File: src/sv/lcsp_pkg.sv
// ----------------------------------------------------------------------------
// lcsp_pkg
// Shared types and constants for the LRU cache with stream prefetch.
// ----------------------------------------------------------------------------
package lcsp_pkg;

   localparam int BLOCK_BITS  = 5;
   localparam int SET_BITS    = 6;
   localparam int SETS        = 64;
   localparam int WAYS        = 4;
   localparam int WAY_BITS    = 2;
   localparam int TAG_W       = 32 - BLOCK_BITS - SET_BITS;
   localparam int BLK_BITS    = 32 - BLOCK_BITS;
   localparam int STREAMS     = 8;
   localparam int STREAM_BITS = 3;
   localparam int MAX_DEPTH   = 16;
   localparam int DEPTH_W     = 5;
   localparam int CNT_W       = 4;

   localparam logic [1:0] OP_NONE  = 2'd0;
   localparam logic [1:0] OP_READ  = 2'd1;
   localparam logic [1:0] OP_WB    = 2'd2;
   localparam logic [1:0] OP_PREF  = 2'd3;

   localparam logic CSR_STREAM_COUNT = 1'b0;
   localparam logic CSR_STREAM_DEPTH = 1'b1;

   typedef struct packed {
      logic        req_type;
      logic [31:0] address;
   } req_word_type;

   typedef struct packed {
      logic        cache_hit;
      logic        stream_hit;
      logic [1:0]  mem_op;
      logic [31:0] mem_addr;
      logic        last;
   } rsp_word_type;

   typedef struct packed {
      logic [WAYS-1:0][TAG_W-1:0]    tag;
      logic [WAYS-1:0]               valid;
      logic [WAYS-1:0]               dirty;
      logic [WAYS-1:0][WAY_BITS-1:0] age;
   } row_type;

   // one classified access, expanded into words by the back end
   typedef struct packed {
      logic                cache_hit;
      logic                stream_hit;
      logic                wb_first;
      logic                wb_last;
      logic                demand;
      logic [DEPTH_W-1:0]  pf_cnt;
      logic [BLK_BITS-1:0] pf_blk;
      logic [BLK_BITS-1:0] dem_blk;
      logic [31:0]         wb_addr;
   } job_type;

endpackage

File: src/sv/lcsp_back.sv
// ----------------------------------------------------------------------------
// lcsp_back
// Expands each job into result words in order and buffers them for the consumer.
// ----------------------------------------------------------------------------
module lcsp_back (
   input  logic                   clock,
   input  logic                   reset,
   input  logic                   job_empty,
   input  lcsp_pkg::job_type      job_data,
   output logic                   job_pop,
   output logic                   empty,
   input  logic                   pop,
   output lcsp_pkg::rsp_word_type rsp_data
);

   logic act_ff, ch_ff, sh_ff, wb1_ff, wb2_ff, dem_ff;
   logic [lcsp_pkg::DEPTH_W-1:0]  pf_left_ff;
   logic [lcsp_pkg::BLK_BITS-1:0] pf_blk_ff, dem_blk_ff;
   logic [31:0]                   wb_addr_ff;

   lcsp_pkg::rsp_word_type oq_ff [2];
   logic owp_ff, orp_ff;
   logic [1:0] on_ff, on_in;

   logic emit, wb1_n, wb2_n, dem_n, more;
   logic [lcsp_pkg::DEPTH_W-1:0] pf_n;
   lcsp_pkg::rsp_word_type word;

   assign job_pop = !act_ff && !job_empty;
   assign emit    = act_ff && (on_ff != 2'd2);
   assign empty   = (on_ff == 2'd0);
   assign rsp_data = oq_ff[orp_ff];

   always_comb begin
      wb1_n = wb1_ff;
      wb2_n = wb2_ff;
      dem_n = dem_ff;
      pf_n  = pf_left_ff;
      word.cache_hit  = ch_ff;
      word.stream_hit = sh_ff;
      word.mem_op     = lcsp_pkg::OP_NONE;
      word.mem_addr   = '0;
      // write-back ahead of prefetches on a stream-hit install
      if (wb1_ff) begin
         wb1_n = 1'b0;
         word.mem_op   = lcsp_pkg::OP_WB;
         word.mem_addr = wb_addr_ff;
      end else if (pf_left_ff != '0) begin
         pf_n = pf_left_ff - 1'b1;
         word.mem_op   = lcsp_pkg::OP_PREF;
         word.mem_addr = {pf_blk_ff, lcsp_pkg::BLOCK_BITS'(0)};
      end else if (dem_ff) begin
         dem_n = 1'b0;
         word.mem_op   = lcsp_pkg::OP_READ;
         word.mem_addr = {dem_blk_ff, lcsp_pkg::BLOCK_BITS'(0)};
      end else if (wb2_ff) begin
         wb2_n = 1'b0;
         word.mem_op   = lcsp_pkg::OP_WB;
         word.mem_addr = wb_addr_ff;
      end
      more = wb1_n || wb2_n || dem_n || (pf_n != '0);
      word.last = !more;

      on_in = on_ff;
      if (emit && !(pop && !empty)) on_in = on_ff + 1'b1;
      else if (!emit && pop && !empty) on_in = on_ff - 1'b1;
   end

   always_ff @(posedge clock) begin
      if (reset) begin
         act_ff <= 1'b0;
         owp_ff <= 1'b0;
         orp_ff <= 1'b0;
         on_ff  <= '0;
      end else begin
         on_ff <= on_in;
         if (emit) owp_ff <= ~owp_ff;
         if (pop && !empty) orp_ff <= ~orp_ff;
         if (job_pop) act_ff <= 1'b1;
         else if (emit && !more) act_ff <= 1'b0;
      end
   end

   always_ff @(posedge clock) begin
      if (job_pop) begin
         ch_ff      <= job_data.cache_hit;
         sh_ff      <= job_data.stream_hit;
         wb1_ff     <= job_data.wb_first;
         wb2_ff     <= job_data.wb_last;
         dem_ff     <= job_data.demand;
         pf_left_ff <= job_data.pf_cnt;
         pf_blk_ff  <= job_data.pf_blk;
         dem_blk_ff <= job_data.dem_blk;
         wb_addr_ff <= job_data.wb_addr;
      end else if (emit) begin
         wb1_ff     <= wb1_n;
         wb2_ff     <= wb2_n;
         dem_ff     <= dem_n;
         pf_left_ff <= pf_n;
         if (word.mem_op == lcsp_pkg::OP_PREF) pf_blk_ff <= pf_blk_ff + 1'b1;
      end
      if (emit) oq_ff[owp_ff] <= word;
   end

endmodule

File: config.mk
export PLATFORM = sky130hd
export DESIGN_NAME = lcsp_back
export DESIGN_NICKNAME = d
export VERILOG_FILES = /design/src/sv/lcsp_pkg.sv /design/src/sv/lcsp_back.sv
export SDC_FILE = /design/constraint.sdc
export NUM_CORES = 1
export LEC_CHECK = 0
export ABC_CLOCK_PERIOD_IN_PS = 4000
export BUFFER_PORTS_ARGS = -buffer_cell sky130_fd_sc_hd__buf_4
export CORE_ASPECT_RATIO = 0.8
export CORE_UTILIZATION = 57
export CTS_BUF_LIST = sky130_fd_sc_hd__clkbuf_4
export DETAILED_ROUTE_END_ITERATION = 16
export PLACE_DENSITY = 0.94
export SLEW_MARGIN = 15
export SYNTH_ARGS = -nofsm -noshare
export SYNTH_HDL_FRONTEND = slang
export SYNTH_SLANG_ARGS = --single-unit
File: constraint.sdc
create_clock -name clock -period 4 [get_ports clock]
set_input_delay 0.2 -clock clock [delete_from_list [all_inputs] [get_ports clock]]
set_output_delay 0.2 -clock clock [all_outputs]
set_load 0.02 [all_outputs]
==> results.ini <==
[outcome]
outcome=finished, final reports clean

[grt]
gr-total-overflow=0
grt_usage_pct=30.5
antenna_found_initial=0
grt_pass1_vias=5535
grt_max_degree=63
grt_pass1_wl_um=29600

[sta]
fin_ws_ns=1.26
finalCritPeriodShare_pct=68.6
rsz0062_at_grt=no
worstMarginPinSlew_ns=1.00
fmax_ghz=0.364
clock_skew_ns=0.0279
fin_crit_ns=2.74
setup_tns_ns=0
hold_violations=0
setup_viol=0
slew_headroom_pct=33.2
slew_violations=0

[power_and_ir_drop]
ir_drop_mv=0.299
pwr_density_cell_nw_per_um2=408
leakagePower_uw=0.00373

[critical_path]
critPathCapture=job_pop
reg2reg_from=pf_left_ff[0]$_DFFE_PP_
end_kind=output pin
critPathKind=register to output pin
reg2reg_slack_ns=1.36
cp.required_ns=3.80
rr_endpoint=oq_ff[0][15]$_DFFE_PP_
setup.worst_path.start=act_ff$_SDFFE_PP0P_
r2r_cells=6
critPathMaxFanout=62
worst_ep_arrival_time_ns=2.54
worst_setup_path_start_kind=register

[floorplan]
num_io_pins=139
dieArea_um2=13400
start_util_pct=59.5
die_width_um=129
die_h_um=104
coreArea_um2=12400
rows=36

[layout]
multi_input_area_um2=1960
stdcell_area_um2=9910
antenna_cells=0
area_delta_synth_final_pct=33.9
layout-drive-gt1-share_pct=29.8
final_cell_mix=edfxtp_1 (170), buf_4 (142), dlygate4sd3_1 (99)
regArea_um2=5230
n_fill_cell=653
final_cells=929
layout_commonest_cell=edfxtp_1
finalNetCount=847

[drt]
drt_iter0_drc=669
dr.pass1.iters=6
drt-total-wl_um=19600
met2_length_um=9970
postRouteAntennaNets=0
viasPerCell=5.97
topRoutingLayerUsed=met4
dr_total_vias=5544
met1_length_um=7020
met3_length_um=1900
routedWlPerCell_um=21.1
drc=0

[synth]
synth_cell_types=45
syn_avg_cell_area_um2=14.5
synth_area_um2=7400
yosysWarnings=0
syn-num-nets=611
synth-seq-cells=176
ys_async_sr_fraction_pct=0
synth-edff-count=170
synth_ff_type=edfxtp_1
synth-seq-area-share_pct=70.6
synthCells=509

[clock_tree]
clock_path_buffers=2
cts_buffers=17
cts-htree-levels=4
tritoncts=done
clk_pin_slew_ns=0.15
clk_latency_ns=0.60
cts.sinks=176
root_buffer=clkbuf_4
cts_setup_buffers=0

[placement]
dpl.hpwl_um=11200
dpl_worst_slack_ns=1.39
dp_cells=796
port_buffers=138
gp_congestion=0.829
dpl_cell_area_um2=8610

[hold_path]
hold_path.class=input pin to register

[run]
drv_cap=0

worst min path at each step:
stage	start	slack, ns	to	depth (start not counted)
after floorplan	reset	0.27	on_ff[0]$_SDFFE_PP0P_	1
after global placement	job_data[33]	0.38	dem_blk_ff[1]$_DFFE_PP_	1
after detailed placement	job_data[58]	0.38	dem_blk_ff[26]$_DFFE_PP_	1
after CTS	job_data[33]	0.29	dem_blk_ff[1]$_DFFE_PP_	2
after global routing	job_data[28]	0.28	wb_addr_ff[28]$_DFFE_PP_	2
final	job_data[39]	0.32	dem_blk_ff[7]$_DFFE_PP_	2
through the flow:
stage / util [%] / power (uW) / hold slack [ns]
2_1_floorplan: - / 2720 / 0.269
3_3_place_gp: 69.2 / 2940 / 0.381
3_5_place_dp: 69.2 / 2990 / 0.380
4_1_cts: 79.3 / 4000 / 0.288
5_1_grt: 79.7 / 4180 / 0.284
6_report: 79.7 / 4050 / 0.316
power breakdown:
group	internal, uW	switching [uW]
registers	2220	126
logic	344	378
clock network	318	654
Yosys cell counts (2+ instances only):
master      n  share of area (%)
or4_1       9               0.91
nand2_1    34                1.7
nand3_1    14               0.95
a31oi_1    12                1.0
inv_1      36                1.8
o21ai_0    24                1.6
mux2i_1     4               0.54
clkbuf_1   21                1.1
or3_1       6               0.51
nand3b_1    2               0.20
ha_1        2               0.34
mux2_2     39                5.9
a222oi_1   27                3.7
and2_1      6               0.51
buf_2       2               0.14
xnor2_1    12                1.4
o211ai_1    2               0.20
nor3_1      6               0.41
xor2_1      4               0.47
and3_1      5               0.42
nor2_1     26                1.3
nor4_1      4               0.34
nand2b_1    4               0.34
nand4_1     3               0.25
a21oi_1     6               0.41
o31ai_1     6               0.61
edfxtp_1  170                 69
dfxtp_1     6                1.6
final cells by class:
type | count | share of cell area (%)
Multi-Input combinational cell | 271 | 19.8
Inverter | 36 | 1.38
Clock buffer | 17 | 1.29
Timing Repair Buffer | 243 | 21.2
Tap cell | 171 | 2.16
Sequential cell | 176 | 52.7
Clock inverter | 15 | 1.36
flip-flops by register name, indices dropped and copies added (netlist names), named ones only:
register,flops
on_ff,2
wb1_ff,1
dem_ff,1
dem_blk_ff,27
wb2_ff,1
pf_blk_ff,27
wb_addr_ff,32
sh_ff,1
ch_ff,1
oq_ff,74
orp_ff,1
owp_ff,1
pf_left_ff,5
act_ff,1
cells by family (layout without fill, tap and decap cells):
logic type | count (synthesis) | in the layout | share of synthesized area, %
AOI/OAI and AO/OA | 82 | 82 | 8.10
xor gates and xnor gates | 16 | 16 | 1.89
adders and majority gates | 2 | 2 | 0.338
buffers and inverters | 62 | 311 | 3.30
DFF | 176 | 176 | 70.6
muxes | 43 | 43 | 6.47
and+or+nand+nor | 128 | 128 | 9.31
worst max-delay path, cell delays in order (launching register included):
cell      delay, ns
dfxtp_1        0.40
or2_2          0.59
clkinv_2       0.17
buf_4          0.52
buf_4          0.25
routing by layer:
metal	global-route usage [%]	vias up
li1	-	2454
met1	36.4	2633
met2	51.5	388
met3	7.41	69
met4	15.4	0
met5	0	-
timing repair:
item | CTS | global route
hold buffers | 99 | 0
endpoints found under the setup margin | 0 | 0
hold endpoints to repair | 102 | 0
gates resized for setup | 0 | 0
Power figures use the tool's default switching activity.
