File: config.mk
export PLATFORM = sky130hd
export DESIGN_NAME = lcsp_jobq
export DESIGN_NICKNAME = d
export VERILOG_FILES = /design/src/sv/lcsp_pkg.sv /design/src/sv/lcsp_jobq.sv
export SDC_FILE = /design/constraint.sdc
export NUM_CORES = 1
export LEC_CHECK = 0
export ABC_AREA = 1
export BUFFER_PORTS_ARGS = -buffer_cell sky130_fd_sc_hd__buf_2
export CAP_MARGIN = 20
export CORE_ASPECT_RATIO = 1.1
export CORE_MARGIN = 8
export CORE_UTILIZATION = 47
export CTS_CLUSTER_DIAMETER = 60
export DETAILED_ROUTE_END_ITERATION = 8
export GPL_TIMING_DRIVEN = 0
export HOLD_SLACK_MARGIN = 0.12
export PLACE_DENSITY = 0.81
export SKIP_CTS_REPAIR_TIMING = 1
export SLEW_MARGIN = 20
export SYNTH_ARGS = -nofsm -noshare
export SYNTH_HDL_FRONTEND = slang
export SYNTH_SLANG_ARGS = --single-unit
File: constraint.sdc
create_clock -name clock -period 6 [get_ports clock]
set_input_delay 1.5 -clock clock [delete_from_list [all_inputs] [get_ports clock]]
set_output_delay 1.5 -clock clock [all_outputs]
set_load 0.01 [all_outputs]
File: src/sv/lcsp_pkg.sv
// ----------------------------------------------------------------------------
// lcsp_pkg
// Shared types and constants for the LRU cache with stream prefetch.
// ----------------------------------------------------------------------------
package lcsp_pkg;

   localparam int BLOCK_BITS  = 5;
   localparam int SET_BITS    = 6;
   localparam int SETS        = 64;
   localparam int WAYS        = 4;
   localparam int WAY_BITS    = 2;
   localparam int TAG_W       = 32 - BLOCK_BITS - SET_BITS;
   localparam int BLK_BITS    = 32 - BLOCK_BITS;
   localparam int STREAMS     = 8;
   localparam int STREAM_BITS = 3;
   localparam int MAX_DEPTH   = 16;
   localparam int DEPTH_W     = 5;
   localparam int CNT_W       = 4;

   localparam logic [1:0] OP_NONE  = 2'd0;
   localparam logic [1:0] OP_READ  = 2'd1;
   localparam logic [1:0] OP_WB    = 2'd2;
   localparam logic [1:0] OP_PREF  = 2'd3;

   localparam logic CSR_STREAM_COUNT = 1'b0;
   localparam logic CSR_STREAM_DEPTH = 1'b1;

   typedef struct packed {
      logic        req_type;
      logic [31:0] address;
   } req_word_type;

   typedef struct packed {
      logic        cache_hit;
      logic        stream_hit;
      logic [1:0]  mem_op;
      logic [31:0] mem_addr;
      logic        last;
   } rsp_word_type;

   typedef struct packed {
      logic [WAYS-1:0][TAG_W-1:0]    tag;
      logic [WAYS-1:0]               valid;
      logic [WAYS-1:0]               dirty;
      logic [WAYS-1:0][WAY_BITS-1:0] age;
   } row_type;

   // one classified access, expanded into words by the back end
   typedef struct packed {
      logic                cache_hit;
      logic                stream_hit;
      logic                wb_first;
      logic                wb_last;
      logic                demand;
      logic [DEPTH_W-1:0]  pf_cnt;
      logic [BLK_BITS-1:0] pf_blk;
      logic [BLK_BITS-1:0] dem_blk;
      logic [31:0]         wb_addr;
   } job_type;

endpackage

File: src/sv/lcsp_jobq.sv
// ----------------------------------------------------------------------------
// lcsp_jobq
// Two-entry queue of classified jobs between front and back end.
// ----------------------------------------------------------------------------
module lcsp_jobq (
   input  logic              clock,
   input  logic              reset,
   input  logic              in_push,
   input  lcsp_pkg::job_type in_data,
   output logic              in_full,
   input  logic              out_pop,
   output lcsp_pkg::job_type out_data,
   output logic              out_empty
);

   lcsp_pkg::job_type q_ff [2];
   logic wp_ff, rp_ff;
   logic [1:0] n_ff, n_in;

   assign in_full   = (n_ff == 2'd2);
   assign out_empty = (n_ff == 2'd0);
   assign out_data  = q_ff[rp_ff];

   always_comb begin
      n_in = n_ff;
      if (in_push && !out_pop) n_in = n_ff + 1'b1;
      else if (!in_push && out_pop) n_in = n_ff - 1'b1;
   end

   always_ff @(posedge clock) begin
      if (reset) begin
         wp_ff <= 1'b0;
         rp_ff <= 1'b0;
         n_ff  <= '0;
      end else begin
         n_ff <= n_in;
         if (in_push) wp_ff <= ~wp_ff;
         if (out_pop) rp_ff <= ~rp_ff;
      end
   end

   always_ff @(posedge clock) begin
      if (in_push) q_ff[wp_ff] <= in_data;
   end

endmodule

==> report_table.html <==
<table>
<tr><th>Metric</th><th>Value</th></tr>
<tr><th colspan="2">Outcome</th></tr>
<tr><td>Status</td><td>complete, no violations</td></tr>
<tr><th colspan="2">Logic synthesis</th></tr>
<tr><td>Count of state elements after synthesis</td><td>~200</td></tr>
<tr><td>Area fraction of the dominant cell type after synthesis</td><td>0.784</td></tr>
<tr><td>Distinct cell type count of the synthesized netlist</td><td>18</td></tr>
<tr><td>Warnings from Yosys</td><td>0</td></tr>
<tr><td>Top post-synthesis cells by area</td><td>sky130_fd_sc_hd__edfxtp_1 78%, sky130_fd_sc_hd__mux2_2 8.6%, sky130_fd_sc_hd__mux2_4 8.2%</td></tr>
<tr><td>Most area-hungry cell type in the Yosys netlist</td><td>sky130_fd_sc_hd__edfxtp_1</td></tr>
<tr><td>Gate count of the mapped netlist</td><td>approximately 330</td></tr>
<tr><td>Synthesized area per cell</td><td>~22 um2</td></tr>
<tr><td>Net Count, Synth</td><td>between 400 and 500</td></tr>
<tr><td>Sequential cell area fraction in the yosys report</td><td>0.798</td></tr>
<tr><td>Cell Area, Synth</td><td>roughly 7400 um2</td></tr>
<tr><th colspan="2">Worst setup path</th></tr>
<tr><td>Startpoint of the most critical register-to-register path</td><td>wp_ff$_SDFFE_PP0P_</td></tr>
<tr><td>Critical-path top delay cell</td><td>sky130_fd_sc_hd__mux2_2</td></tr>
<tr><td>Worst setup endpoint</td><td>out_data[42]</td></tr>
<tr><td>Worst-path maximum fanout</td><td>10</td></tr>
<tr><td>Arrival time reported for the critical path endpoint</td><td>between 1500 and 2000 ps</td></tr>
<tr><td>Type of the setup path with the least slack</td><td>reg -&gt; out</td></tr>
<tr><td>Maximum cell stage delay along the critical path</td><td>approximately 380 ps</td></tr>
<tr><td>Number of gates on the worst path with buffers counted</td><td>4</td></tr>
<tr><td>RR Endpoint</td><td>q_ff[0][3]$_DFFE_PP_</td></tr>
<tr><td>Startpoint type of the worst setup path</td><td>flip-flop</td></tr>
<tr><td>Setup slack of the worst register-to-register path</td><td>4180 ps</td></tr>
<tr><td>Buf+Inv Stages, Crit Path</td><td>3</td></tr>
<tr><td>Cell class contributing the biggest share of worst-path delay</td><td>buffers and inverters</td></tr>
<tr><td>Worst-case reg-to-reg path depth</td><td>3</td></tr>
<tr><td>Crit. End Element</td><td>output port</td></tr>
<tr><td>Required time worst endpoint</td><td>4500 ps</td></tr>
<tr><td>Crit path cell chain</td><td>buf_6, buf_2, mux2_2, buf_2</td></tr>
<tr><td>CP most frequent cell</td><td>sky130_fd_sc_hd__buf_2</td></tr>
<tr><th colspan="2">STA</th></tr>
<tr><td>Number of max-slew violations in the final report</td><td>0</td></tr>
<tr><td>Unrepaired setup endpoints after global routing</td><td>no</td></tr>
<tr><td>Fin Clk Skew</td><td>around 4.2 ps</td></tr>
<tr><td>Number of setup violations in the final report</td><td>0</td></tr>
<tr><td>Normalized max-slew margin</td><td>0.443</td></tr>
<tr><td>F_max</td><td>between 0.3 and 0.4 GHz</td></tr>
<tr><td>Ratio of final minimum period to clock period</td><td>0.532</td></tr>
<tr><td>Time the final worst path needs with I/O delays and setup</td><td>3190 ps</td></tr>
<tr><td>Final Hold Violating Endpoints</td><td>0</td></tr>
<tr><td>Pin slew with the least headroom to its limit</td><td>between 800 and 900 ps</td></tr>
<tr><td>Sum Neg Setup Slack</td><td>0 ps</td></tr>
<tr><th colspan="2">Placement</th></tr>
<tr><td>Count of input and output buffers</td><td>between 150 and 200</td></tr>
<tr><td>Dpl hpwl</td><td>10200 um</td></tr>
<tr><td>Post-placement cell area</td><td>slightly below 9000 um2</td></tr>
<tr><td>Final weighted congestion of routability-driven global placement</td><td>~0.75</td></tr>
<tr><th colspan="2">Floorplanning</th></tr>
<tr><td>Die Height</td><td>roughly 150 um</td></tr>
<tr><td>Row cnt</td><td>between 40 and 50</td></tr>
<tr><td>Die Outline Area</td><td>between 15000 and 20000 um2</td></tr>
<tr><td>Horiz. Die Dim</td><td>approximately 140 um</td></tr>
<tr><td>Initial core utilization</td><td>0.475</td></tr>
<tr><td>Area of the core region</td><td>around 15000 um2</td></tr>
<tr><td>Number of placed I/O pins</td><td>198</td></tr>
<tr><th colspan="2">Clocking</th></tr>
<tr><td>Clock Latency Late Sink</td><td>~410 ps</td></tr>
<tr><td>Num Clock Sinks</td><td>around 200</td></tr>
<tr><td>Bufs on Longest Clock Path</td><td>2</td></tr>
<tr><td>TritonCTS clock tree</td><td>built</td></tr>
<tr><td>Clock root buffer</td><td>sky130_fd_sc_hd__clkbuf_16</td></tr>
<tr><td>Cts bufs inserted</td><td>17</td></tr>
<tr><td>Clock-pin slew of the registers on the worst-case setup and hold paths</td><td>60 ps</td></tr>
<tr><td>Maximum level of the CTS H-tree</td><td>4</td></tr>
<tr><th colspan="2">Route</th></tr>
<tr><td>Via density per instance</td><td>between 4 and 5</td></tr>
<tr><td>Detailed-routing iteration count for the pre-antenna-repair pass</td><td>4</td></tr>
<tr><td>Final wirelength</td><td>about 14000 um</td></tr>
<tr><td>DR DRC count</td><td>0</td></tr>
<tr><td>DRT iter0 DRCs</td><td>210</td></tr>
<tr><td>Antenna violation net count after detailed routing</td><td>0</td></tr>
<tr><td>Per-cell routed wire length</td><td>approximately 18 um</td></tr>
<tr><td>Total vias in the final route</td><td>3737</td></tr>
<tr><th colspan="2">Global routing</th></tr>
<tr><td>Number of antenna violations at the first check in global routing</td><td>3</td></tr>
<tr><td>Leftover overflow at the end of global routing</td><td>0</td></tr>
<tr><td>Vias in the first global route</td><td>4015</td></tr>
<tr><td>GRT Util Overall</td><td>0.141</td></tr>
<tr><td>Largest net degree at the start of global routing</td><td>50</td></tr>
<tr><td>Global-route wire length before repair</td><td>21200 um</td></tr>
<tr><th colspan="2">Worst hold path</th></tr>
<tr><td>Tightest Hold Check Type</td><td>reg -&gt; reg</td></tr>
<tr><td>Hold_sp</td><td>rp_ff$_SDFFE_PP0P_</td></tr>
<tr><th colspan="2">Final layout</th></tr>
<tr><td>Most used cells in the layout excluding fill and tap cells</td><td>202 x sky130_fd_sc_hd__buf_2, 192 x sky130_fd_sc_hd__edfxtp_1, 56 x sky130_fd_sc_hd__mux2_2</td></tr>
<tr><td>Ratio of cells with drive above 1 in the final layout</td><td>0.601</td></tr>
<tr><td>Fill count</td><td>around 1200</td></tr>
<tr><td>Number of nets in the finished design</td><td>653</td></tr>
<tr><td>Leading cell type in the layout, fill and taps excluded</td><td>sky130_fd_sc_hd__buf_2</td></tr>
<tr><td>Area growth from synthesis to final layout</td><td>25.9%</td></tr>
<tr><td>Cell area after layout</td><td>roughly 9300 um2</td></tr>
<tr><th colspan="2">Power</th></tr>
<tr><td>Max IR drop VDD</td><td>between 0.2 and 0.25 mV</td></tr>
<tr><td>Leakage power of the design</td><td>between 3 and 4 nW</td></tr>
<tr><td>Overall Power</td><td>roughly 3 mW</td></tr>
<tr><td>Total power per unit cell area</td><td>approximately 330 nW/um2</td></tr>
<tr><th colspan="2">Run</th></tr>
<tr><td>Number of maximum-capacitance constraint violations</td><td>0</td></tr>
</table>
==> how the worst min path moves through the flow <==
stage,to,slack [ps],cells after the start
after floorplan,flip-flop,480,2
after global placement,n_ff[0]$_SDFFE_PP0P_,500,2
after detailed placement,flip-flop,530,2
after CTS,flip-flop,550,2
after global routing,n_ff[0]$_SDFFE_PP0P_,560,2
final,flip-flop,540,2
==> where the power goes <==
part	total (mW)	switching [mW]	internal (mW)
clock	1.08	0.465	0.611
sequential	1.61	0.0174	1.59
combinational	0.357	0.178	0.179
total	3.04	0.660	2.38
==> metal layers <==
metal	share of wire	GRT usage	up-vias
met5	0.0016	0	-
met4	0.013	0.0606	4
met3	0.084	0.0553	15
met2	0.53	0.244	127
met1	0.37	0.148	1851
li1	-	-	1740
==> kinds of logic after synthesis <==
kind of cell,count (synthesis),synth area share
simple gates,15,0.00834
fa+ha+maj,1,0.00170
flops,197,0.798
xor+xnor,1,0.00119
buf+inv,20,0.0225
mux,96,0.167
compound gates,2,0.00136
==> cell type report <==
class	instances	area, um2	area share
repair buffers	201	1080	0.117
multi-input cells	115	1330	0.144
clock inverters	13	133	0.0143
flip-flops and latches	197	5870	0.633
inverters	9	38.8	0.00419
clock buffers	18	429	0.0463
plain buffers	11	131	0.0142
diodes	1	2.50	0.000270
well taps	200	250	0.0270
==> cells in the mapped netlist, drive strengths merged <==
cell	count
nor3	1
xnor2	1
mux2	96
nand4	1
nand2	5
a21oi	1
dfxtp	5
o21ai	1
nand3	1
ha	1
inv	9
nor2	7
buf	11
edfxtp	192
==> registers in the layout, summed over array words and instances, names as in the netlist, named ones only <==
register,cells
n_ff,2
q_ff,192
rp_ff,1
wp_ff,1
==> worst reg2reg max path, stage by stage (launching register included) <==
cell and delay [ps]:
sky130_fd_sc_hd__dfxtp_1 350, sky130_fd_sc_hd__nor2_4 670, sky130_fd_sc_hd__buf_12 280, sky130_fd_sc_hd__buf_16 220
==> metrics by stage <==
stage	util	hold slack, ps	instances	setup slack (ps)
CTS	0.598	548	764	2740
floorplan	-	480	332	1560
finish	0.598	544	765	2810
global route	0.598	560	765	2680
global placement	0.555	496	729	259
detailed placement	0.561	532	733	2820
Note: power is estimated with default switching activity, not from simulation.
